## src/cdg_pkg.sv

```systemverilog
// Shared types and constants of the central difference gradient unit.
// Used by every module under src; depends on nothing.
package cdg_pkg;

   // Module parameter defaults
   localparam int DEF_MAX_WIDTH  = 1024;
   localparam int DEF_PIXEL_BITS = 8;

   // Fixed field widths
   localparam int GRAD_W     = 9;
   localparam int WIDTH_W    = 11;
   localparam int HEIGHT_W   = 13;
   localparam int CSR_IDX_W  = 2;
   localparam int CSR_DATA_W = 13;

   // Register reset values
   localparam logic [WIDTH_W-1:0]  WIDTH_RESET  = 11'd640;
   localparam logic [HEIGHT_W-1:0] HEIGHT_RESET = 13'd480;

   // Register indexes
   localparam logic [CSR_IDX_W-1:0] CSR_ACTIVE_WIDTH = 2'd0;
   localparam logic [CSR_IDX_W-1:0] CSR_FRAME_HEIGHT = 2'd1;

   // Result queue geometry
   localparam int FIFO_DEPTH = 4;
   localparam int FIFO_PTR_W = 2;
   localparam int FIFO_CNT_W = 3;

   // Per-transaction position flags, decided when the pixel is taken
   typedef struct packed {
      logic emit_mid;   // a gradient for the column before this one
      logic emit_end;   // the row-closing gradient from the padding column
      logic last_col;
      logic pad_row;
   } cdg_flags_type;

   // One result transaction
   typedef struct packed {
      logic signed [GRAD_W-1:0] grad_x;
      logic signed [GRAD_W-1:0] grad_y;
      logic                     last;
      logic                     frame_end;
   } cdg_result_type;

   // Up to two results handed to the queue in one cycle
   typedef struct packed {
      logic [1:0]     count;
      cdg_result_type res0;
      cdg_result_type res1;
   } cdg_push_type;

endpackage

```

## src/cdg_ctrl.sv

```systemverilog
// Column and row counters, frame geometry and the line store clearing sweep.
// Depends on cdg_pkg.
module cdg_ctrl
   import cdg_pkg::*;
#(
   parameter int MAX_WIDTH = DEF_MAX_WIDTH
) (
   input  logic                          clock,
   input  logic                          reset,
   input  logic [WIDTH_W-1:0]            active_width,
   input  logic [HEIGHT_W-1:0]           frame_height,
   input  logic                          accept,
   output logic [$clog2(MAX_WIDTH)-1:0]  idx,
   output cdg_flags_type                 flags,
   output logic                          clearing,
   output logic [$clog2(MAX_WIDTH)-1:0]  clr_addr
);

   localparam int AW    = $clog2(MAX_WIDTH);
   localparam int CMP_W = (WIDTH_W > AW + 1) ? WIDTH_W : AW + 1;
   localparam logic [CMP_W-1:0] MAXW_C   = CMP_W'(MAX_WIDTH);
   localparam logic [AW-1:0]    LAST_IDX = AW'(MAX_WIDTH - 1);

   logic [AW-1:0]       col_ff, col_in;
   logic [HEIGHT_W-1:0] row_ff, row_in;
   logic                clr_ff, clr_in;
   logic [AW-1:0]       clr_addr_ff, clr_addr_in;
   logic [CMP_W-1:0]    aw_ext;
   logic [AW-1:0]       wm1;
   logic [HEIGHT_W-1:0] h_min;
   logic                last_col;
   logic                pad_row;

   // Clamp the width into 1..MAX_WIDTH, kept as width minus one
   assign aw_ext = CMP_W'(active_width);
   always_comb begin
      if (active_width == '0) begin
         wm1 = '0;
      end else if (aw_ext > MAXW_C) begin
         wm1 = LAST_IDX;
      end else begin
         wm1 = AW'(aw_ext - CMP_W'(1));
      end
   end

   // A column past the width counts as the last one
   assign idx      = (col_ff > wm1) ? wm1 : col_ff;
   assign last_col = (idx == wm1);

   // A row at or past the height is the padding row
   assign h_min   = (frame_height == '0) ? HEIGHT_W'(1) : frame_height;
   assign pad_row = (row_ff >= h_min);

   assign flags.emit_mid = (row_ff != '0) && (idx != '0);
   assign flags.emit_end = (row_ff != '0) && last_col;
   assign flags.last_col = last_col;
   assign flags.pad_row  = pad_row;

   // Advance position on every accepted transaction
   always_comb begin
      col_in = col_ff;
      row_in = row_ff;
      if (accept) begin
         if (last_col) begin
            col_in = '0;
            row_in = pad_row ? '0 : row_ff + HEIGHT_W'(1);
         end else begin
            col_in = idx + AW'(1);
         end
      end
   end

   // Sweep the line store once after reset
   always_comb begin
      clr_in      = clr_ff;
      clr_addr_in = clr_addr_ff;
      if (clr_ff) begin
         clr_addr_in = clr_addr_ff + AW'(1);
         if (clr_addr_ff == LAST_IDX) begin
            clr_in = 1'b0;
         end
      end
   end

   always_ff @(posedge clock) begin
      if (reset) begin
         col_ff      <= '0;
         row_ff      <= '0;
         clr_ff      <= 1'b1;
         clr_addr_ff <= '0;
      end else begin
         col_ff      <= col_in;
         row_ff      <= row_in;
         clr_ff      <= clr_in;
         clr_addr_ff <= clr_addr_in;
      end
   end

   assign clearing = clr_ff;
   assign clr_addr = clr_addr_ff;

endmodule

```

## config.mk

```make
export PLATFORM = sky130hd
export DESIGN_NAME = cdg_ctrl
export DESIGN_NICKNAME = d
export VERILOG_FILES = /design/src/cdg_pkg.sv /design/src/cdg_ctrl.sv
export SDC_FILE = /design/constraint.sdc
export NUM_CORES = 1
export LEC_CHECK = 0
export BUFFER_PORTS_ARGS = -buffer_cell sky130_fd_sc_hd__buf_2
export CORE_MARGIN = 2
export CORE_UTILIZATION = 48
export DETAILED_ROUTE_END_ITERATION = 7
export PLACE_DENSITY = 0.7
export SLEW_MARGIN = 40
export SYNTH_ARGS = -nofsm -noshare
export SYNTH_HDL_FRONTEND = slang
export SYNTH_SLANG_ARGS = --single-unit
export TNS_END_PERCENT = 20
```

## constraint.sdc

```tcl
create_clock -name clock -period 5.9 [get_ports clock]
set_input_delay 0 -clock clock [delete_from_list [all_inputs] [get_ports clock]]
set_output_delay 0 -clock clock [all_outputs]
set_load 0.02 [all_outputs]
```

==> flow_metrics.py <==
metrics = {
    "clock_network": {
        "ctsLongestPathBuffers": 2,
        "postCtsResizedCells": 0,
        "holdBufCountCts": 0,
        "clk_pin_slew_ps": 70,
        "clk_latency_ps": 290,
        "cts_tree": "done",
        "cts_buffers": 5,
        "clock_sinks": 34,
        "cts_setup_buffers": 0,
        "clk_root_buffer_cell": "clkbuf_8",
        "htreeDepth": 2,
    },
    "power": {
        "p_clk_frac": 0.337,
        "p_int_uw": 346,
        "swShare": 0.295,
        "switching_power_uw": 144,
        "ir_worst_vdd_uv": 163,
        "power_density_nw_per_um2": 140,
        "p_seq_frac": 0.482,
        "power_leakage_uw": 0.00150,
        "power_frac_comb": 0.181,
    },
    "placed_design": {
        "place.gp.congestion": 0.895,
        "place_hpwl_um": 6080,
        "pre_cts_slack_ps": 1460,
        "numPortBuffers": 51,
        "dpl_cell_area_um2": 3420,
    },
    "setup_path": {
        "start_kind": "input port",
        "critPathMaxStageDelay_ps": 590,
        "required_ps": 6080,
        "crit_chain": "buf_2, inv_1, ha_1, nor4b_2, nand3_1, maj3_1, inv_1, ha_1, a21oi_1, o21ai_0, a2111oi_0, nor2_2, a21oi_1, ha_1, o211ai_1, nand4b_1, xnor2_1, a22o_1",
        "worstPathBufferInverterCount": 3,
        "rr_worst_depth": 11,
        "r2r_start": "col_ff[3]$_SDFFE_PP0P_",
        "slowest_stage": "a2111oi_0",
        "cp_top_family": "compound AO/OA/AOI/OAI gates",
        "reg2reg_slack_ps": 2500,
        "critical_path.max_fanout": 10,
        "timing.rr.end": "col_ff[8]$_SDFFE_PP0P_",
        "criticalPathCategory": "in -> reg",
        "arrival_ps": 4270,
        "crit_top_cell": "ha_1",
        "end_kind": "flop",
    },
    "sta": {
        "clock.fmax_mhz": 244,
        "setup_violations": 0,
        "drv_slew": 0,
        "hold_viol": 0,
        "rsz0062_at_grt": "false",
        "fin_setup_tns_ps": 0,
        "period_share": 0.693,
        "worst_pin_slew_ps": 762,
        "clock_skew_ps": 5.31,
        "setup_ws_ps": 1810,
        "period_needed_ps": 4090,
        "max-slew-margin-rel": 0.492,
    },
    "floorplanning": {
        "rows": 29,
        "start_util": 0.495,
        "core-area_um2": 6350,
        "pin_count": 52,
        "dieArea_um2": 7210,
        "die_h_um": 84.9,
        "fp.dieW_um": 84.9,
    },
    "routing": {
        "ant_nets": 0,
        "finalWirelength_um": 7940,
        "dr.pass1.iters": 4,
        "drc": 0,
        "drt_iter0_markers": 192,
        "wl_per_cell_um": 15.3,
        "drt-vias-per-instance": 5.95,
        "vias": 3090,
    },
    "run_status": {
        "status": "completed",
    },
    "synth": {
        "syn-cell-area_um2": 3140,
        "synthFlopType": "dfxtp_1",
        "ys_seq_elements": 34,
        "synth_largest_area_cell": "dfxtp_1",
        "syn-instance-count": 401,
        "synth_compound_area_frac": 0.209,
        "synth-edff-count": 0,
        "synthesis.nets": 456,
        "post_synth.cell_area_avg_um2": 7.84,
        "ys_warn_count": 0,
        "async_flop_share": 0,
        "synth_area_leaders": "dfxtp_1 22%, ha_1 11%, inv_1 5.4%",
        "synthSimpleGateAreaFrac": 0.289,
        "synth_top_cell_area_share": 0.216,
        "synth_mux_area_frac": 0.0334,
        "synth_cell_types": 64,
        "synth_xor_area_frac": 0.0553,
        "synth-adder-area-share": 0.115,
        "synth_top_family_by_area": "simple AND/OR/NAND/NOR gates",
        "yosysSeqAreaShare": 0.216,
    },
    "global_route": {
        "grt_max_degree": 46,
        "grtUsageTotal": 0.231,
        "antenna_found_initial": 0,
        "grt_pass1_wl_um": 13700,
        "grt-ovfl-total": 0,
        "grt_pass1_vias": 2896,
    },
    "hold_path": {
        "holdCritStartpoint": "accept",
        "hold_path.class": "in -> reg",
        "whs_path_depth": 3,
        "hold_end": "col_ff[0]$_SDFFE_PP0P_",
    },
    "cells_and_area": {
        "fin_util": 0.552,
        "synthToLayoutAreaGrowth_pct": 11.5,
        "layout.nets": 497,
        "final_area_um2": 3510,
        "drive_above_1_share": 0.186,
        "multi_input_area_um2": 2210,
        "ff_latch_area_um2": 681,
        "n_antenna_cell": 0,
        "fillers": 605,
    },
    "run": {
        "maxCapViolCount": 0,
    },
}
routing by layer:
layer / share of wire / vias to the layer above / GRT usage
met4: 0.011 / 0 / 0.0534
met5: 0 / - / 0
li1: - / 1561 / -
met3: 0.048 / 11 / 0.0486
met2: 0.47 / 71 / 0.383
met1: 0.47 / 1447 / 0.310
worst min-delay path, stage by stage:
cell	delay, ps
buf_2	190
nand3_1	100
a21oi_1	60
flip-flops by register name, summed over array words and instances, names as in the netlist:
| register | cells |
|---|---|
| clearing | 1 |
| col_ff | 10 |
| row_ff | 13 |
| clr_addr | 10 |
per-stage QoR:
step / std cells / hold WS, ps / total power, uW
2_1_floorplan: 401 / 313 / 300
6_report: 519 / 108 / 490
3_5_place_dp: 512 / 413 / 329
5_1_grt: 519 / 119 / 520
4_1_cts: 519 / 111 / 494
3_3_place_gp: 512 / 406 / 328
power groups by stage:
stage	sequential [uW]	combinational, uW	clock, uW
after global placement	241	86.3	0
after detailed placement	241	87.9	0
final	236	88.7	165
after floorplan	243	56.9	0
after CTS	236	88.5	169
after global routing	237	101	183
synth_stat cells (all sizes together), types with 7 or more instances:
cell type,number
a21oi,27
a22o,7
and3,9
buf,8
clkbuf,11
dfxtp,34
ha,28
inv,46
nand2,16
nand2b,8
nand3,14
nand4,9
nor2,24
nor3,10
nor4,10
o21ai,15
o32ai,12
or3,23
xnor2,7
xor2,12
worst max-delay path by stage:
| stage | depth (start not counted) | endpoint | slack, ps | from |
|---|---|---|---|---|
| 2_1_floorplan | 19 | col_ff[8]$_SDFFE_PP0P_ | 1400 | active_width[3] |
| 3_3_place_gp | 19 | col_ff[8]$_SDFFE_PP0P_ | 1600 | active_width[0] |
| 3_5_place_dp | 17 | col_ff[9]$_SDFFE_PP0P_ | 1460 | active_width[0] |
| 4_1_cts | 18 | flags[3] | 1640 | active_width[0] |
| 5_1_grt | 18 | flags[3] | 1350 | active_width[0] |
| 6_report | 18 | col_ff[8]$_SDFFE_PP0P_ | 1810 | active_width[0] |
cells by family after synthesis:
| logic type | after synthesis |
|---|---|
| AND/OR/NAND/NOR | 150 |
| AO/OA/AOI/OAI | 94 |
| buffers and inverters | 65 |
| flip-flops | 34 |
| adder cells (fa/ha/maj) | 29 |
| XOR/XNOR | 19 |
| multiplexers | 10 |
area by class of cell:
cell class | count | share of cell area
Clock buffer | 5 | 0.0196
Clock inverter | 2 | 0.00286
Inverter | 46 | 0.0493
Multi-Input combinational cell | 302 | 0.630
Sequential cell | 34 | 0.194
Tap cell | 77 | 0.0275
Timing Repair Buffer | 53 | 0.0771
cell usage in the layout, fill, tap and decap left out, types with 3 or more instances in the layout:
master | synthesis | layout
a31oi_1 | 5 | 5
xor2_1 | 11 | 11
o21ai_0 | 15 | 15
clkbuf_8 | 0 | 5
dfxtp_1 | 34 | 34
nor3_1 | 9 | 9
nand3_1 | 13 | 13
o211ai_1 | 3 | 3
o21a_1 | 3 | 3
a22o_1 | 7 | 7
nand2b_1 | 8 | 8
nor4_1 | 8 | 8
o32ai_1 | 12 | 12
a211oi_1 | 4 | 4
nand2_1 | 16 | 16
xnor2_1 | 7 | 7
and3_1 | 9 | 9
mux2_2 | 4 | 4
nor2_1 | 24 | 23
and4_1 | 4 | 4
or3_1 | 23 | 23
or4_1 | 3 | 3
nand4_1 | 9 | 9
buf_2 | 3 | 51
a21o_1 | 3 | 3
inv_1 | 45 | 45
ha_1 | 28 | 28
nor3b_1 | 3 | 3
mux2i_1 | 6 | 6
a21oi_1 | 26 | 26
Note: power is estimated with default switching activity, not from simulation.
