**src/cdg_pkg.sv**
```systemverilog
// Shared types and constants of the central difference gradient unit.
// Used by every module under src; depends on nothing.
package cdg_pkg;

   // Module parameter defaults
   localparam int DEF_MAX_WIDTH  = 1024;
   localparam int DEF_PIXEL_BITS = 8;

   // Fixed field widths
   localparam int GRAD_W     = 9;
   localparam int WIDTH_W    = 11;
   localparam int HEIGHT_W   = 13;
   localparam int CSR_IDX_W  = 2;
   localparam int CSR_DATA_W = 13;

   // Register reset values
   localparam logic [WIDTH_W-1:0]  WIDTH_RESET  = 11'd640;
   localparam logic [HEIGHT_W-1:0] HEIGHT_RESET = 13'd480;

   // Register indexes
   localparam logic [CSR_IDX_W-1:0] CSR_ACTIVE_WIDTH = 2'd0;
   localparam logic [CSR_IDX_W-1:0] CSR_FRAME_HEIGHT = 2'd1;

   // Result queue geometry
   localparam int FIFO_DEPTH = 4;
   localparam int FIFO_PTR_W = 2;
   localparam int FIFO_CNT_W = 3;

   // Per-transaction position flags, decided when the pixel is taken
   typedef struct packed {
      logic emit_mid;   // a gradient for the column before this one
      logic emit_end;   // the row-closing gradient from the padding column
      logic last_col;
      logic pad_row;
   } cdg_flags_type;

   // One result transaction
   typedef struct packed {
      logic signed [GRAD_W-1:0] grad_x;
      logic signed [GRAD_W-1:0] grad_y;
      logic                     last;
      logic                     frame_end;
   } cdg_result_type;

   // Up to two results handed to the queue in one cycle
   typedef struct packed {
      logic [1:0]     count;
      cdg_result_type res0;
      cdg_result_type res1;
   } cdg_push_type;

endpackage

```
**src/cdg_window.sv**
```systemverilog
// Input register stage, 3x3 window columns and gradient arithmetic.
// Depends on cdg_pkg; reads the line store and feeds the result queue.
module cdg_window
   import cdg_pkg::*;
#(
   parameter int MAX_WIDTH  = DEF_MAX_WIDTH,
   parameter int PIXEL_BITS = DEF_PIXEL_BITS
) (
   input  logic                          clock,
   input  logic                          reset,
   input  logic                          accept,
   input  logic [$clog2(MAX_WIDTH)-1:0]  acc_idx,
   input  cdg_flags_type                 acc_flags,
   input  logic [PIXEL_BITS-1:0]         acc_pixel,
   input  logic [2*PIXEL_BITS-1:0]       rd_data,
   input  logic [FIFO_CNT_W-1:0]         fifo_count,
   output logic                          busy,
   output logic                          wr_en,
   output logic [$clog2(MAX_WIDTH)-1:0]  wr_addr,
   output logic [2*PIXEL_BITS-1:0]       wr_data,
   output cdg_push_type                  push
);

   localparam int AW = $clog2(MAX_WIDTH);
   localparam int PB = PIXEL_BITS;
   localparam int DW = (PB + 1 > GRAD_W) ? PB + 1 : GRAD_W;

   logic                s1_valid_ff, s1_valid_in;
   logic [AW-1:0]       s1_idx_ff;
   cdg_flags_type       s1_flags_ff;
   logic [PB-1:0]       s1_pix_ff;
   logic                fwd_hit_ff;
   logic [2*PB-1:0]     fwd_data_ff;
   logic [PB-1:0]       c1_mid_ff, c1_mid_in;
   logic [PB-1:0]       c2_top_ff, c2_top_in;
   logic [PB-1:0]       c2_mid_ff, c2_mid_in;
   logic [PB-1:0]       c2_bot_ff, c2_bot_in;
   logic [2*PB-1:0]     line;
   logic [PB-1:0]       up_pix;
   logic [PB-1:0]       mid_pix;
   logic [1:0]          n_res;
   logic                go;
   logic [DW-1:0]       dx_mid, dy_mid, dx_end, dy_end;
   cdg_result_type      res_mid, res_end;

   // Take the word just written when the previous transaction hit the same column
   assign line    = fwd_hit_ff ? fwd_data_ff : rd_data;
   assign up_pix  = line[2*PB-1:PB];
   assign mid_pix = line[PB-1:0];

   // Advance once the queue has room for every result of this transaction
   assign n_res = {1'b0, s1_flags_ff.emit_mid} + {1'b0, s1_flags_ff.emit_end};
   assign go    = s1_valid_ff &&
                  ((fifo_count + FIFO_CNT_W'(n_res)) <= FIFO_CNT_W'(FIFO_DEPTH));
   assign busy  = s1_valid_ff && !go;

   // Gradient of the previous column, after shifting in the new column
   assign dx_mid = DW'(mid_pix) - DW'(c1_mid_ff);
   assign dy_mid = DW'(c2_bot_ff) - DW'(c2_top_ff);
   // Row-closing gradient, after shifting in the zero padding column
   assign dx_end = DW'(0) - DW'(c2_mid_ff);
   assign dy_end = DW'(s1_pix_ff) - DW'(up_pix);

   always_comb begin
      res_mid.grad_x    = $signed(dx_mid[GRAD_W-1:0]);
      res_mid.grad_y    = $signed(dy_mid[GRAD_W-1:0]);
      res_mid.last      = !s1_flags_ff.last_col;
      res_mid.frame_end = 1'b0;
      res_end.grad_x    = $signed(dx_end[GRAD_W-1:0]);
      res_end.grad_y    = $signed(dy_end[GRAD_W-1:0]);
      res_end.last      = 1'b1;
      res_end.frame_end = s1_flags_ff.pad_row;
   end

   always_comb begin
      push.count = go ? n_res : 2'd0;
      push.res0  = s1_flags_ff.emit_mid ? res_mid : res_end;
      push.res1  = res_end;
   end

   // Shift the line store: middle moves up, the new pixel becomes middle
   assign wr_en   = go;
   assign wr_addr = s1_idx_ff;
   assign wr_data = {mid_pix, s1_pix_ff};

   // Slide the window; the padding column leaves zeros on a row end
   always_comb begin
      c1_mid_in = c1_mid_ff;
      c2_top_in = c2_top_ff;
      c2_mid_in = c2_mid_ff;
      c2_bot_in = c2_bot_ff;
      if (go) begin
         if (s1_flags_ff.last_col) begin
            c1_mid_in = mid_pix;
            c2_top_in = '0;
            c2_mid_in = '0;
            c2_bot_in = '0;
         end else begin
            c1_mid_in = c2_mid_ff;
            c2_top_in = up_pix;
            c2_mid_in = mid_pix;
            c2_bot_in = s1_pix_ff;
         end
      end
   end

   // Hold the stage until its results are queued
   always_comb begin
      s1_valid_in = s1_valid_ff;
      if (accept) begin
         s1_valid_in = 1'b1;
      end else if (go) begin
         s1_valid_in = 1'b0;
      end
   end

   always_ff @(posedge clock) begin
      if (reset) begin
         s1_valid_ff <= 1'b0;
         fwd_hit_ff  <= 1'b0;
         c1_mid_ff   <= '0;
         c2_top_ff   <= '0;
         c2_mid_ff   <= '0;
         c2_bot_ff   <= '0;
      end else begin
         s1_valid_ff <= s1_valid_in;
         c1_mid_ff   <= c1_mid_in;
         c2_top_ff   <= c2_top_in;
         c2_mid_ff   <= c2_mid_in;
         c2_bot_ff   <= c2_bot_in;
         if (accept) begin
            fwd_hit_ff <= go && (s1_idx_ff == acc_idx);
         end
      end
   end

   // Payload of the stage
   always_ff @(posedge clock) begin
      if (accept) begin
         s1_idx_ff   <= acc_idx;
         s1_flags_ff <= acc_flags;
         s1_pix_ff   <= acc_pixel;
         fwd_data_ff <= {mid_pix, s1_pix_ff};
      end
   end

endmodule

```
**config.mk**
```make
export PLATFORM = sky130hd
export DESIGN_NAME = cdg_window
export DESIGN_NICKNAME = d
export VERILOG_FILES = /design/src/cdg_pkg.sv /design/src/cdg_window.sv
export SDC_FILE = /design/constraint.sdc
export NUM_CORES = 1
export LEC_CHECK = 0
export ABC_CLOCK_PERIOD_IN_PS = 7900
export BUFFER_PORTS_ARGS = -buffer_cell sky130_fd_sc_hd__buf_2
export CAP_MARGIN = 20
export CORE_ASPECT_RATIO = 0.7
export CORE_UTILIZATION = 51
export CTS_BUF_LIST = sky130_fd_sc_hd__clkbuf_8
export CTS_CLUSTER_DIAMETER = 120
export DETAILED_ROUTE_END_ITERATION = 16
export PLACE_DENSITY = 0.86
export RECOVER_POWER = 25
export SYNTH_ARGS = -nofsm -noshare
export SYNTH_HDL_FRONTEND = slang
export SYNTH_SLANG_ARGS = --single-unit
```
**constraint.sdc**
```tcl
create_clock -name clock -period 7.9 [get_ports clock]
set_input_delay 0.79 -clock clock [delete_from_list [all_inputs] [get_ports clock]]
set_output_delay 0.79 -clock clock [all_outputs]
set_load 0.02 [all_outputs]
```
==> flow_summary.toml <==
[status]
status = "finished, violations left"
violations = "max-capacitance violations, max-slew violations"

[route]
vias = 3461
drt-total-wl_um = 9940
drtPass1Iterations = 4
antenna_left = 0
drc = 0
drt-initial-drc-count = 251
vias_per_cell = 5.42
wl_per_cell_um = 15.5

[critical_path]
cp.arrival_ns = 3.70
r2r_cells = 10
cp_max_fo = 17
crit_buf_inv = 2
cp-end-kind = "output pin"
critical_path_class = "reg2out"
critPathSlowestCell = "dfxtp_1"
critPathRequiredTime_ns = 7.11
start_kind = "flip-flop"
cpPeakStageDelay_ns = 0.95
timing.rr.start = "s1_flags_ff[3]"
cp_top_family = "flip-flops"
rr_endpoint = "c2_top_ff[0]"
worstPathCellList = "mux2i_1 -> ha_1 -> inv_1 -> fa_1 -> a21o_1 -> a211oi_1 -> o21bai_1 -> xor2_1 -> mux2_2 -> buf_2"
ff2ff_setup_slack_ns = 4.93

[global_route]
grt_pass1_vias = 3350
antenna_found_initial = 0
grt_pass1_wl_um = 15900
grt_overflow_total = 0
grt_max_degree = 66
grtUsageTotal = 0.242

[logic_synthesis]
synth_area_um2 = 4170
ys.flop_type = "edfxtp_1"
synth_cell_type_count = 48
synth-async-reset-ratio = 0
synth-seq-cells = 72
synth_nets = 508
synth_top_cell_area_share = 0.273
synthCells = 431
synth_area_leaders = "edfxtp_1, dfxtp_1, ha_1"
seq_area_frac_synth = 0.436
yosysWarningCount = 0
synth_area_per_cell_um2 = 9.68
synth_edf_count = 38
yosysTopAreaCell = "edfxtp_1"

[timing]
rsz0062_at_grt = "false"
fin_tns_setup_ns = 0
hold_ws_ns = 0.476
worstMarginPinSlew_ns = 2.21
setup_viol_count_final = 0
fmax_mhz = 223
slew_violations = 41
relSlewSlack = -0.471
hold_viol_final = 0
timing.final.crit_share = 0.569
skew_ns = 0.00796
period_minus_slack_ns = 4.49

[floorplan]
die_area_um2 = 8560
row_count = 27
die_x_um = 110
dieHeight_um = 77.7
ios = 114
core_area_um2 = 7910
initial_utilization = 0.528

[clock_tree]
cts.clk_slew.worst_paths_ns = 0.08
h-tree-depth = 3
tritoncts = "built"
cts-buffers-inserted = 9
insertion_delay_ns = 0.35
post_cts_buffers = 0
cts_num_sinks = 72
cts-hold-fix-buffers = 0
clk_path_buf_depth = 2
ctsResizeCount = 0
root_buffer = "clkbuf_8"

[pwr]
ir_drop_v = 0.000171
finalPower_uw = 1070
seqPwrFrac = 0.406
p_sw_frac = 0.331
power_density_nw_per_um2 = 215
p_comb_frac = 0.299
p_sw_uw = 354
power_frac_clock = 0.295
leakagePower_uw = 0.00209
intPower_uw = 717

[cells_and_area]
nNetsFinal = 610
layout_commonest_cell = "buf_2"
syn_to_final_growth_pct = 19.4
drive_above_1_share = 0.247
insertedDiodeCount = 0
mostFrequentLayoutCells = "buf_2, nor2_1, a21oi_1"

[worst_hold_path]
hold_depth = 2
min_to = "c2_top_ff[0]"
hold_class = "reg2reg"
min-delay-start = "c2_top_ff[0]"

[placed_design]
dpl.hpwl_um = 7280
gp_congestion = 0.820
numPortBuffers = 112

[job]
cap_violations = 1
## power groups by stage
stage / logic [µW] / clock network (µW) / registers (µW)
detailed placement: 319 / 0 / 443
CTS: 321 / 322 / 435
global route: 348 / 336 / 438
global placement: 312 / 0 / 442
floorplan: 215 / 0 / 448
finish: 320 / 316 / 435
## stage by stage
stage / setup slack (ns) / cell area (µm²) / utilization / cells
6_report: 3.41 / 4980 / 0.631 / 639
5_1_grt: 3.24 / 4980 / 0.631 / 639
4_1_cts: 3.42 / 5000 / 0.632 / 639
3_5_place_dp: 3.82 / 4790 / 0.606 / 623
3_3_place_gp: 3.96 / 4790 / 0.606 / 623
2_1_floorplan: 4.37 / 4170 / - / 431
## worst reg2reg max path: stages (launching register included)
cell      delay, ns
edfxtp_1       0.33
buf_4          0.30
ha_1           0.32
ha_1           0.20
fa_1           0.49
o22ai_1        0.14
o21ai_4        0.16
buf_4          0.51
inv_1          0.20
nand3b_1       0.13
a21oi_1        0.07
## Yosys cell counts, drive strengths merged, types with 4 or more instances
| cell | instances |
|---|---|
| nor2 | 50 |
| a21oi | 40 |
| edfxtp | 38 |
| inv | 38 |
| dfxtp | 34 |
| ha | 29 |
| xnor2 | 23 |
| nor3 | 21 |
| mux2i | 17 |
| clkbuf | 15 |
| o21ai | 14 |
| a211oi | 10 |
| nand2 | 10 |
| buf | 9 |
| mux2 | 7 |
| nor3b | 7 |
| xor2 | 6 |
| nand3 | 5 |
| nor2b | 5 |
| o21a | 5 |
| a21o | 4 |
| and2 | 4 |
| fa | 4 |
## kinds of logic (layout without fill, tap and decap cells)
logic type,Yosys count,in the layout,share of synthesized area
AND/OR/NAND/NOR,121,121,0.145
flip-flops,72,72,0.436
adder cells (fa/ha/maj),33,33,0.106
multiplexers,24,24,0.0597
XOR/XNOR,29,29,0.0609
buffers and inverters,62,169,0.0599
other,1,1,0.000898
AO/OA/AOI/OAI,89,89,0.131
## worst max path at each step
stage	from	endpoint	slack (ns)	depth (start not counted)
2_1_floorplan	rd_data[0]	push[39]	4.37	9
3_3_place_gp	fwd_hit_ff	push[37]	3.96	10
3_5_place_dp	fwd_hit_ff	push[37]	3.82	10
4_1_cts	fwd_hit_ff	push[37]	3.42	10
5_1_grt	fwd_hit_ff	push[37]	3.24	10
6_report	fwd_hit_ff	push[37]	3.41	10
## sequential cells by signal, indices dropped and copies added, names as in the netlist
| name | cells |
|---|---|
| s1_pix_ff | 8 |
| fwd_data_ff | 16 |
| c1_mid_ff | 8 |
| s1_valid_ff | 1 |
| push | 1 |
| c2_top_ff | 8 |
| fwd_hit_ff | 1 |
| c2_mid_ff | 8 |
| s1_flags_ff | 3 |
| wr_addr | 10 |
| c2_bot_ff | 8 |
## cell type report
class	count	area, µm²
fillers	676	2920
clock inverters	7	87.6
clock buffers	9	124
inverters	38	143
repair buffers	115	569
multi-input cells	297	2110
well taps	101	126
flip-flops and latches	72	1820
## layer usage
layer	track usage	part of all wire
met1	0.310	0.45
met2	0.396	0.46
met3	0.0773	0.079
met4	0.0618	0.012
met5	0	0
(Power assumes the default switching activity.)
