<file path="config.mk">
export PLATFORM = sky130hd
export DESIGN_NAME = cdg_rsp_fifo
export DESIGN_NICKNAME = d
export VERILOG_FILES = /design/src/cdg_pkg.sv /design/src/cdg_rsp_fifo.sv
export SDC_FILE = /design/constraint.sdc
export NUM_CORES = 1
export LEC_CHECK = 0
export BUFFER_PORTS_ARGS = -buffer_cell sky130_fd_sc_hd__buf_2
export CORE_MARGIN = 5
export CORE_UTILIZATION = 48
export CTS_BUF_LIST = sky130_fd_sc_hd__clkbuf_8
export CTS_CLUSTER_SIZE = 14
export DETAILED_ROUTE_END_ITERATION = 10
export PLACE_DENSITY = 0.72
export SLEW_MARGIN = 20
export SYNTH_ARGS = -nofsm -noshare
export SYNTH_HDL_FRONTEND = slang
export SYNTH_SLANG_ARGS = --single-unit
</file>
<file path="constraint.sdc">
create_clock -name clock -period 2.51 [get_ports clock]
set_input_delay 0.1255 -clock clock [delete_from_list [all_inputs] [get_ports clock]]
set_output_delay 0.1255 -clock clock [all_outputs]
set_load 0.05 [all_outputs]
</file>
<file path="src/cdg_pkg.sv">
// Shared types and constants of the central difference gradient unit.
// Used by every module under src; depends on nothing.
package cdg_pkg;

   // Module parameter defaults
   localparam int DEF_MAX_WIDTH  = 1024;
   localparam int DEF_PIXEL_BITS = 8;

   // Fixed field widths
   localparam int GRAD_W     = 9;
   localparam int WIDTH_W    = 11;
   localparam int HEIGHT_W   = 13;
   localparam int CSR_IDX_W  = 2;
   localparam int CSR_DATA_W = 13;

   // Register reset values
   localparam logic [WIDTH_W-1:0]  WIDTH_RESET  = 11'd640;
   localparam logic [HEIGHT_W-1:0] HEIGHT_RESET = 13'd480;

   // Register indexes
   localparam logic [CSR_IDX_W-1:0] CSR_ACTIVE_WIDTH = 2'd0;
   localparam logic [CSR_IDX_W-1:0] CSR_FRAME_HEIGHT = 2'd1;

   // Result queue geometry
   localparam int FIFO_DEPTH = 4;
   localparam int FIFO_PTR_W = 2;
   localparam int FIFO_CNT_W = 3;

   // Per-transaction position flags, decided when the pixel is taken
   typedef struct packed {
      logic emit_mid;   // a gradient for the column before this one
      logic emit_end;   // the row-closing gradient from the padding column
      logic last_col;
      logic pad_row;
   } cdg_flags_type;

   // One result transaction
   typedef struct packed {
      logic signed [GRAD_W-1:0] grad_x;
      logic signed [GRAD_W-1:0] grad_y;
      logic                     last;
      logic                     frame_end;
   } cdg_result_type;

   // Up to two results handed to the queue in one cycle
   typedef struct packed {
      logic [1:0]     count;
      cdg_result_type res0;
      cdg_result_type res1;
   } cdg_push_type;

endpackage

</file>
<file path="src/cdg_rsp_fifo.sv">
// Result queue: takes up to two results per cycle, presents one per cycle while rsp_stall is low.
// Depends on cdg_pkg.
module cdg_rsp_fifo
   import cdg_pkg::*;
(
   input  logic                  clock,
   input  logic                  reset,
   input  cdg_push_type          push,
   output logic [FIFO_CNT_W-1:0] count,
   output logic                  rsp_valid,
   input  logic                  rsp_stall,
   output cdg_result_type        rsp_data
);

   cdg_result_type          entry_ff [FIFO_DEPTH];
   logic [FIFO_PTR_W-1:0]   wr_ptr_ff, wr_ptr_in;
   logic [FIFO_PTR_W-1:0]   rd_ptr_ff, rd_ptr_in;
   logic [FIFO_CNT_W-1:0]   count_ff, count_in;
   logic [FIFO_PTR_W-1:0]   wr_ptr_nxt;
   logic                    pop;

   assign rsp_valid  = (count_ff != '0);
   assign rsp_data   = entry_ff[rd_ptr_ff];
   assign pop        = rsp_valid && !rsp_stall;
   assign wr_ptr_nxt = wr_ptr_ff + FIFO_PTR_W'(1);

   // Advance pointers and occupancy
   always_comb begin
      wr_ptr_in = wr_ptr_ff + FIFO_PTR_W'(push.count);
      rd_ptr_in = pop ? rd_ptr_ff + FIFO_PTR_W'(1) : rd_ptr_ff;
      count_in  = count_ff + FIFO_CNT_W'(push.count) - FIFO_CNT_W'(pop);
   end

   always_ff @(posedge clock) begin
      if (reset) begin
         wr_ptr_ff <= '0;
         rd_ptr_ff <= '0;
         count_ff  <= '0;
      end else begin
         wr_ptr_ff <= wr_ptr_in;
         rd_ptr_ff <= rd_ptr_in;
         count_ff  <= count_in;
      end
   end

   // Store the pushed results in free slots
   always_ff @(posedge clock) begin
      if (push.count != 2'd0) begin
         entry_ff[wr_ptr_ff] <= push.res0;
      end
      if (push.count == 2'd2) begin
         entry_ff[wr_ptr_nxt] <= push.res1;
      end
   end

   assign count = count_ff;

endmodule

</file>
==> key figures, run 1 <==
Logic synthesis
  – Post-synth cell types: 30
  – Post-synthesis cell area: 4530 sq um
  – Mean Syn Cell Area: 18.3 sq um
  – Post-Synthesis Cells: 247
  – Flop and latch count out of synthesis: 89
  – Yosys warns: 0
  – Syn_nets: 297
  – Register area share after synthesis: 0.570

Drt
  – Vias per cell: 5.14
  – Antenna viol nets, final: 0
  – Initial drt markers: 100
  – Drt drc: 0
  – Pre-antenna DRT Iters: 4
  – WL/cell: 18.9 um
  – Total wire length: 8690 um
  – Via Count: 2364

CTS
  – Root Buffer: clkbuf_8
  – Hold-fix buffers, CTS: 0
  – Post-CTS Setup Bufs: 0
  – Sink Count: 89
  – PostCTS Resize Cnt: 0
  – Clock slew at reported path FFs: 0.08 ns
  – CTS H-tree depth: 3
  – Worst-Skew Late Latency: 0.35 ns
  – Clock Path Buffers: 2
  – Cts bufs inserted: 9
  – CTS tree: done

Floorplanning
  – Die width: 107 um
  – Die area: 11500 sq um
  – I/O Pins: 69
  – Initial Util: 0.490
  – Die Height: 107 um
  – Core Region: 9240 sq um
  – Number of cell rows: 35

STA
  – Clk_skew: 0.00837 ns
  – Worst slew margin: 0.594
  – Fin. max-slew vios: 0
  – Final setup fails: 0
  – Setup ws final: 0.337 ns
  – Fmax: 460 MHz
  – Fin crit share: 0.866
  – Final Critical Period: 2.17 ns
  – RSZ-0062 raised after global routing: false
  – Least-Margin Pin Slew: 0.609 ns
  – Hold slack: 0.0500 ns
  – Final hold vios: 0
  – Setup TNS: 0 ns

Power and ir drop
  – Clk pwr share: 0.222
  – Total chip power: 4.34 mW
  – Pleak: 1.99 nW
  – Cell-internal power: 2.83 mW
  – Power share of the combinational group: 0.336
  – Switch share: 0.348
  – Sequential Power Share: 0.443
  – Power Density: 823 nW/um^2
  – Peak supply drop: 512 uV
  – Switching Power: 1.51 mW

Global routing
  – Most Crowded Layer GR: met2
  – Met2 Resource Use GR: 0.281
  – Largest net degree at the start of global routing: 22
  – Met3 usage: 0.0397
  – GRT met1 Usage: 0.193
  – Congestion Overflow GR: 0
  – First-pass GRT wire length: 13700 um
  – Vias in the first global route: 2632
  – Initial antenna violation count: 0
  – GRT Total Usage: 0.159

Setup path
  – Worst r2r path cells: 9
  – Required @ worst endpoint: 2.38 ns
  – Critical Path Fanout Max: 15
  – Critical path buffer and inverter count: 2
  – Stages on worst setup path: 3
  – Kind of end point of the critical path: primary output
  – Terminus of the critical flop-to-flop path: count[2]
  – CP delay by family, top: flip-flops
  – Critical Path AT: 2.05 ns
  – CP Launch Type: register
  – Crit path cell chain: buf_4 > mux4_2 > buf_2
  – Setup CP Type: reg -> out
  – R2r setup slk: 0.44 ns
  – CP max stage delay: 0.71 ns
  – Worst r2r src: count[2]
  – CP max stage cell: dfxtp_2

Hold path
  – WHS Path Cells: 2
  – Min-delay src: reset
  – Min-delay worst type: in -> reg

Place
  – I/O Buffers: 68
  – Post-DP HPWL: 5940 um
  – DP Worst Slack: 0.451 ns
  – Gpl congestion: 0.746

Finish
  – Util after Layout: 0.570
  – Syn-to-layout area delta: 16.3%
  – Layout cells sized above 1: 0.619
  – Fin nets: 376
  – Antenna cell count: 0

Run status
  – Status: finished, final reports clean

Run
  – Maxcap violations: 0
==> metrics by stage <==
stage	cell area, sq um	std cells
after global routing	5270	460
final	5270	460
after detailed placement	5070	444
after CTS	5270	460
after global placement	5070	444
after floorplan	4530	247
==> cells by family (layout without fill, tap and decap cells) <==
group,Yosys count,in the layout,share of synthesized area
xor+xnor,3,3,0.00580
buf+inv,21,105,0.0298
flops,89,89,0.570
fa+ha+maj,5,5,0.0155
simple gates,22,22,0.0340
compound gates,6,6,0.00773
mux,101,101,0.337
==> power groups by stage <==
stage               combinational, mW  sequential [mW]  clock (mW)
CTS                              1.47             1.93       0.980
floorplan                        1.07             1.96           0
global placement                 1.45             1.95           0
detailed placement               1.47             1.96           0
finish                           1.46             1.92       0.962
global route                     1.56             1.95        1.05
==> worst reg2reg max path: stages (launching register included) <==
cell and delay, ns:
dfxtp_1 0.33, nor3_1 0.25, nor2_1 0.07, ha_1 0.27, inv_1 0.04, ha_1 0.18
fa_1 0.39, xor2_1 0.18, and2_1 0.16, nor3_1 0.13
==> cell type report <==
cell class	instances	area, sq um
clock buffer	9	124
fill	716	3970
multi-input combinational	137	1830
timing repair buffer	82	470
clock inverter	7	71.3
sequential	89	2580
inverter	7	26.3
tap	129	161
==> per-layer routing <==
metal	up-vias	share of wire
li1	1131	-
met3	9	0.036
met4	0	0.012
met1	1183	0.43
met5	-	0
met2	41	0.52
==> how the worst max path moves through the flow <==
stage                            start              to  slack, ns
after floorplan           wr_ptr_ff[1]  entry_ff[0][0]       0.03
after global placement        count[2]        count[2]       0.54
after detailed placement      count[2]        count[2]       0.45
after CTS                     register     rsp_data[2]       0.25
after global routing          register     rsp_data[2]       0.17
final                         register     rsp_data[2]       0.34
==> Yosys cell counts <==
master | count | area, sq um
a21o_1 | 1 | 7.51
a21oi_1 | 3 | 15.0
and2_1 | 1 | 6.26
and3b_1 | 1 | 8.76
and3b_4 | 1 | 12.5
buf_2 | 3 | 15.0
buf_4 | 2 | 15.0
buf_6 | 6 | 67.6
clkbuf_1 | 3 | 11.3
dfxtp_1 | 9 | 180
edfxtp_1 | 80 | 2400
fa_1 | 1 | 20.0
ha_1 | 4 | 50.1
inv_1 | 7 | 26.3
mux2_1 | 1 | 11.3
mux2_2 | 36 | 405
mux2_4 | 44 | 661
mux4_2 | 20 | 450
nand3_2 | 1 | 10.0
nor2_1 | 7 | 26.3
nor2b_1 | 5 | 31.3
nor2b_4 | 1 | 13.8
nor3_1 | 2 | 10.0
nor3b_1 | 1 | 7.51
nor4_4 | 1 | 21.3
o21ai_0 | 1 | 5.00
o31ai_1 | 1 | 7.51
or3_1 | 1 | 6.26
xnor2_1 | 1 | 8.76
xor2_1 | 2 | 17.5
==> cell usage in the layout, fill, tap and decap left out, types with 3 or more instances in the layout <==
cell type,instances
mux2_4,44
dfxtp_1,8
nor2b_1,4
inv_1,7
edfxtp_1,80
ha_1,4
clkbuf_8,9
mux4_2,20
a21oi_1,3
nor2_1,6
mux2_2,36
buf_4,12
buf_2,68
==> registers in the layout (all words and copies together) (netlist names), named ones only <==
signal	flops
rd_ptr_ff	2
wr_ptr_ff	2
count	3
entry_ff	80
Note: power is estimated with default switching activity, not from simulation.
==> run 2, diff against run 1 <==
==> constraint.sdc (replaced) <==
create_clock -name clock -period 2.51 [get_ports clock]
set_input_delay 0.1255 -clock clock [delete_from_list [all_inputs] [get_ports clock]]
set_output_delay 0.1255 -clock clock [all_outputs]
set_load 0.005 [all_outputs]
==> run 2 against run 1 <==
  * Register-to-register slack about the same
  * Total power down 8.8%
  * Critical path depth up 6
==> key figures, run 2 (synthesis results as in run 1) <==
Run status
  – Status: finished, final reports clean

Drt
  – Vias per cell: 5.23
  – Antenna viol nets, final: 0
  – Pre-antenna DRT Iters: 5
  – Initial drt markers: 89
  – Via Count: 2411
  – Total wire length: 8560 um
  – WL/cell: 18.6 um
  – Drt drc: 0

Hold path
  – Min-delay worst type: in -> reg

CTS
  – Sink Count: 89
  – Cts bufs inserted: 9
  – Hold-fix buffers, CTS: 0
  – Root Buffer: clkbuf_8
  – Clock slew at reported path FFs: 0.09 ns
  – Worst-Skew Late Latency: 0.35 ns
  – Post-CTS Setup Bufs: 0
  – PostCTS Resize Cnt: 0
  – Clock Path Buffers: 2
  – CTS tree: done
  – CTS H-tree depth: 3

STA
  – Fin crit share: 0.824
  – Fin. max-slew vios: 0
  – Worst slew margin: 0.697
  – Fmax: 483 MHz
  – Setup ws final: 0.441 ns
  – Clk_skew: 0.00723 ns
  – Setup TNS: 0 ns
  – Least-Margin Pin Slew: 0.453 ns
  – Final setup fails: 0
  – Final Critical Period: 2.07 ns
  – Final hold vios: 0
  – RSZ-0062 raised after global routing: false

Setup path
  – Stages on worst setup path: 9
  – Terminus of the critical flop-to-flop path: count[2]
  – Critical Path Fanout Max: 4
  – Worst r2r path cells: 9
  – Worst Setup EP: count[2]
  – Setup crit start: count[2]
  – Required @ worst endpoint: 2.79 ns
  – CP max stage cell: fa_1
  – R2r setup slk: 0.44 ns
  – Setup CP Type: reg -> reg
  – CP delay by family, top: adder cells
  – Worst r2r src: count[2]
  – Critical Path AT: 2.35 ns
  – CP max stage delay: 0.38 ns
  – Critical path buffer and inverter count: 1
  – Crit path cell chain: nor3_1 > nor2_1 > ha_1 > inv_1 > ha_1 > fa_1 > xor2_1 > and2_1 > nor3_1
  – CP Launch Type: register
  – Kind of end point of the critical path: register

Place
  – Post-DP HPWL: 6190 um
  – I/O Buffers: 68
  – Gpl congestion: 0.756
  – DP Worst Slack: 0.442 ns

Floorplanning
  – Initial Util: 0.490
  – Core Region: 9240 sq um
  – Number of cell rows: 35
  – Die Height: 107 um
  – I/O Pins: 69
  – Die area: 11500 sq um
  – Die width: 107 um

Global routing
  – GRT Total Usage: 0.161
  – First-pass GRT wire length: 13800 um
  – Largest net degree at the start of global routing: 21
  – Initial antenna violation count: 0
  – Congestion Overflow GR: 0
  – Vias in the first global route: 2626

Finish
  – Multi-input gate area: 1830 sq um
  – FILL cells: 722
  – Layout cells sized above 1: 0.620
  – Most common cell after layout, fill and taps aside: edfxtp_1
  – Commonest cells after routing, fill and taps aside: 80 x edfxtp_1, 68 x buf_2, 44 x mux2_4
  – Largest Register: entry_ff
  – Antenna cell count: 0
  – Syn-to-layout area delta: 17.0%
  – Fin nets: 377
  – Max reg flops: 80
  – Sequential Area: 2580 sq um

Power and ir drop
  – Switching Power: 1.03 mW
  – Pleak: 2.01 nW
  – Clk pwr share: 0.271
  – Power share of the combinational group: 0.246
  – Sequential Power Share: 0.483
  – Power Density: 746 nW/um^2
  – Switch share: 0.260
  – Peak supply drop: 526 uV
  – Cell-internal power: 2.93 mW

Run
  – Maxcap violations: 0
[run 2: cell count changes in the layout (fill, tap and decap cells not counted), sizes merged]
cell,before,now
buf,82,83
bufinv,1,2
clkinv,4,1
clkinvlp,2,1
inv,7,10
[run 2: how the worst min path moves through the flow]
stage / from / end / slack [ns] / cells past startpoint
2_1_floorplan: push[21] / entry_ff[1][1] / 0.33 / 1
3_3_place_gp: reset / register / 0.41 / 2
3_5_place_dp: reset / register / 0.42 / 2
4_1_cts: reset / wr_ptr_ff[1] / 0.05 / 2
5_1_grt: reset / register / 0.05 / 2
6_report: reset / wr_ptr_ff[1] / 0.05 / 2
[run 2: metrics by stage]
stage           util  hold slack (ns)  power [mW]  cells  instance area [sq um]
6_report       0.573           0.0512        3.95    461                   5300
5_1_grt        0.573           0.0547        4.16    461                   5300
4_1_cts        0.573           0.0458        3.99    461                   5300
3_5_place_dp   0.550            0.422        2.94    445                   5080
3_3_place_gp   0.550            0.412        2.91    445                   5080
2_1_floorplan      -            0.326        2.54    247                   4530
[run 2: layer usage]
metal / vias to the layer above / global-route usage / wire length, um
li1: 1133 / - / -
met1: 1201 / 0.174 / 3150
met2: 64 / 0.305 / 4860
met3: 13 / 0.0379 / 422
met4: 0 / 0.0521 / 130
met5: - / 0 / 0
[run 2: cell type report]
| class | instances | share of cell area |
|---|---|---|
| Sequential cell | 89 | 0.488 |
| Multi-Input combinational cell | 137 | 0.346 |
| Timing Repair Buffer | 83 | 0.0902 |
| Tap cell | 129 | 0.0305 |
| Clock buffer | 9 | 0.0234 |
| Clock inverter | 7 | 0.0177 |
| Inverter | 7 | 0.00496 |
[run 2: power groups by stage]
stage | clock network (mW) | registers, mW | logic [mW]
3_5_place_dp | 0 | 1.95 | 0.986
4_1_cts | 1.08 | 1.92 | 0.992
3_3_place_gp | 0 | 1.93 | 0.976
6_report | 1.07 | 1.91 | 0.971
5_1_grt | 1.16 | 1.94 | 1.07
2_1_floorplan | 0 | 1.89 | 0.648
==> run 3, diff against run 2 <==
==> constraint.sdc (replaced) <==
create_clock -name clock -period 1.88 [get_ports clock]
set_input_delay 0.094 -clock clock [delete_from_list [all_inputs] [get_ports clock]]
set_output_delay 0.094 -clock clock [all_outputs]
set_load 0.005 [all_outputs]
==> run 3 against run 2 <==
  * The flow now finishes with violations (negative setup slack)
  * Via count grew 0.79%
  * First-iteration DRC count increased by 6.7%
  * Critical path type unchanged
  * Critical path depth stayed put
  * Largest cell class unchanged
  * Clock power is 11% higher
  * Sequential share of layout area is 0.63 points lower
==> key figures, run 3 (synthesis results as in run 1) <==
Finish
  – Antenna cell count: 0
  – Max reg flops: 80
  – Commonest cells after routing, fill and taps aside: 80 x edfxtp_1, 68 x buf_2, 44 x mux2_4
  – Syn-to-layout area delta: 18.9%
  – Largest Register: entry_ff
  – Most common cell after layout, fill and taps aside: edfxtp_1
  – Fin nets: 381
  – FILL cells: 718
  – Layout cells sized above 1: 0.654

Drt
  – Via Count: 2430
  – Pre-antenna DRT Iters: 4
  – WL/cell: 18.9 um
  – Drt drc: 0
  – Initial drt markers: 95
  – Antenna viol nets, final: 0
  – Total wire length: 8770 um
  – Vias per cell: 5.24

Floorplanning
  – I/O Pins: 69
  – Number of cell rows: 35
  – Die Height: 107 um
  – Core Region: 9240 sq um
  – Die area: 11500 sq um
  – Initial Util: 0.490
  – Die width: 107 um

Run status
  – Status: finished, violations left
  – Failing checks: negative setup slack

CTS
  – Root Buffer: clkbuf_8
  – Worst-Skew Late Latency: 0.35 ns
  – Cts bufs inserted: 9
  – CTS tree: done
  – Clock Path Buffers: 2
  – CTS H-tree depth: 3
  – Clock slew at reported path FFs: 0.09 ns
  – Sink Count: 89

Power and ir drop
  – Clk pwr share: 0.230
  – Peak supply drop: 772 uV
  – Cell-internal power: 3.73 mW
  – Sequential Power Share: 0.495
  – Switching Power: 1.44 mW
  – Power share of the combinational group: 0.275
  – Pleak: 2.02 nW
  – Total chip power: 5.17 mW
  – Switch share: 0.278
  – Power Density: 959 nW/um^2

STA
  – Fin. max-slew vios: 0
  – RSZ-0062 raised after global routing: true
  – Fmax: 528 MHz
  – Clk_skew: 0.00799 ns
  – Worst slew margin: 0.623
  – Fin crit share: 1.01
  – Setup ws final: -0.0154 ns
  – Least-Margin Pin Slew: 0.566 ns
  – Final hold vios: 0
  – Setup TNS: -0.0154 ns
  – Final setup fails: 1
  – Final Critical Period: 1.90 ns

Run
  – Maxcap violations: 0

Global routing
  – Congestion Overflow GR: 0
  – Initial antenna violation count: 0
  – GRT Total Usage: 0.165
  – First-pass GRT wire length: 14000 um
  – Largest net degree at the start of global routing: 21
  – Vias in the first global route: 2689

Setup path
  – Terminus of the critical flop-to-flop path: count[2]
  – Worst r2r src: count[2]
  – Critical Path Fanout Max: 4
  – Required @ worst endpoint: 2.16 ns
  – Worst r2r path cells: 9
  – CP Launch Type: register
  – Kind of end point of the critical path: register
  – Setup CP Type: reg -> reg
  – Critical Path AT: 2.18 ns
  – R2r setup slk: -0.02 ns

Hold path
  – WHS Endpoint: count[2]
  – Min-delay worst type: in -> reg
  – WHS Path Cells: 2
  – Min-delay src: reset

Place
  – I/O Buffers: 68
  – Post-DP HPWL: 6110 um
  – Gpl congestion: 0.709
## run 3: power by group through the flow
stage                     sequential, mW  combinational (mW)  clock, mW
after detailed placement            2.60                1.41          0
after global placement              2.58                1.38          0
final                               2.56                1.42       1.19
after global routing                2.59                1.57       1.30
after floorplan                     2.54               0.887          0
after CTS                           2.56                1.43       1.21
## run 3: cell type report
class                   instances  area, sq um  share of cell area
flip-flops and latches         89         2590               0.481
multi-input cells             137         1860               0.346
repair buffers                 87          571               0.106
well taps                     129          161              0.0300
clock buffers                   9          124              0.0230
clock inverters                 6         50.0             0.00929
inverters                       7         26.3             0.00488
## run 3: what timing repair did
item | 4_1_cts | 5_1_grt
gates resized for setup | 2 | 4
hold buffers | 0 | 0
pin swaps | 0 | 5
buffers inserted | 1 | 0
setup endpoints to repair | 3 | 1
## run 3: how the worst max path moves through the flow
stage,startpoint,to,slack [ns],cells past startpoint
2_1_floorplan,wr_ptr_ff[0],entry_ff[1][0],-0.02,2
3_3_place_gp,count[0],count[2],0.03,9
3_5_place_dp,count[1],count[2],-0.03,9
4_1_cts,count[0],count[2],-0.03,9
5_1_grt,count[2],count[2],-0.13,9
6_report,count[2],count[2],-0.02,9
## run 3: worst max-delay path, stage by stage (launching register included)
cell and delay [ns]:
dfxtp_4 0.37, nor3_4 0.19, nor2_1 0.06, ha_1 0.27, inv_1 0.04, ha_2 0.16, fa_2 0.35, xor2_2 0.15
and2_1 0.14, nor3_2 0.09
## run 3: routing by layer
metal	share of wire	GRT usage
met1	0.39	0.189
met2	0.54	0.290
met3	0.052	0.0452
met4	0.016	0.0648
met5	0	0
## run 3: per-stage QoR
stage	setup WS, ns	hold slack, ns	cells	utilization	area, sq um
5_1_grt	-0.131	0.0208	464	0.583	5390
6_report	-0.0154	0.0152	464	0.583	5390
2_1_floorplan	-0.0157	0.295	247	-	4560
4_1_cts	-0.0341	0.0110	464	0.581	5370
3_5_place_dp	-0.0299	0.395	448	0.561	5180
3_3_place_gp	0.0270	0.378	448	0.561	5180
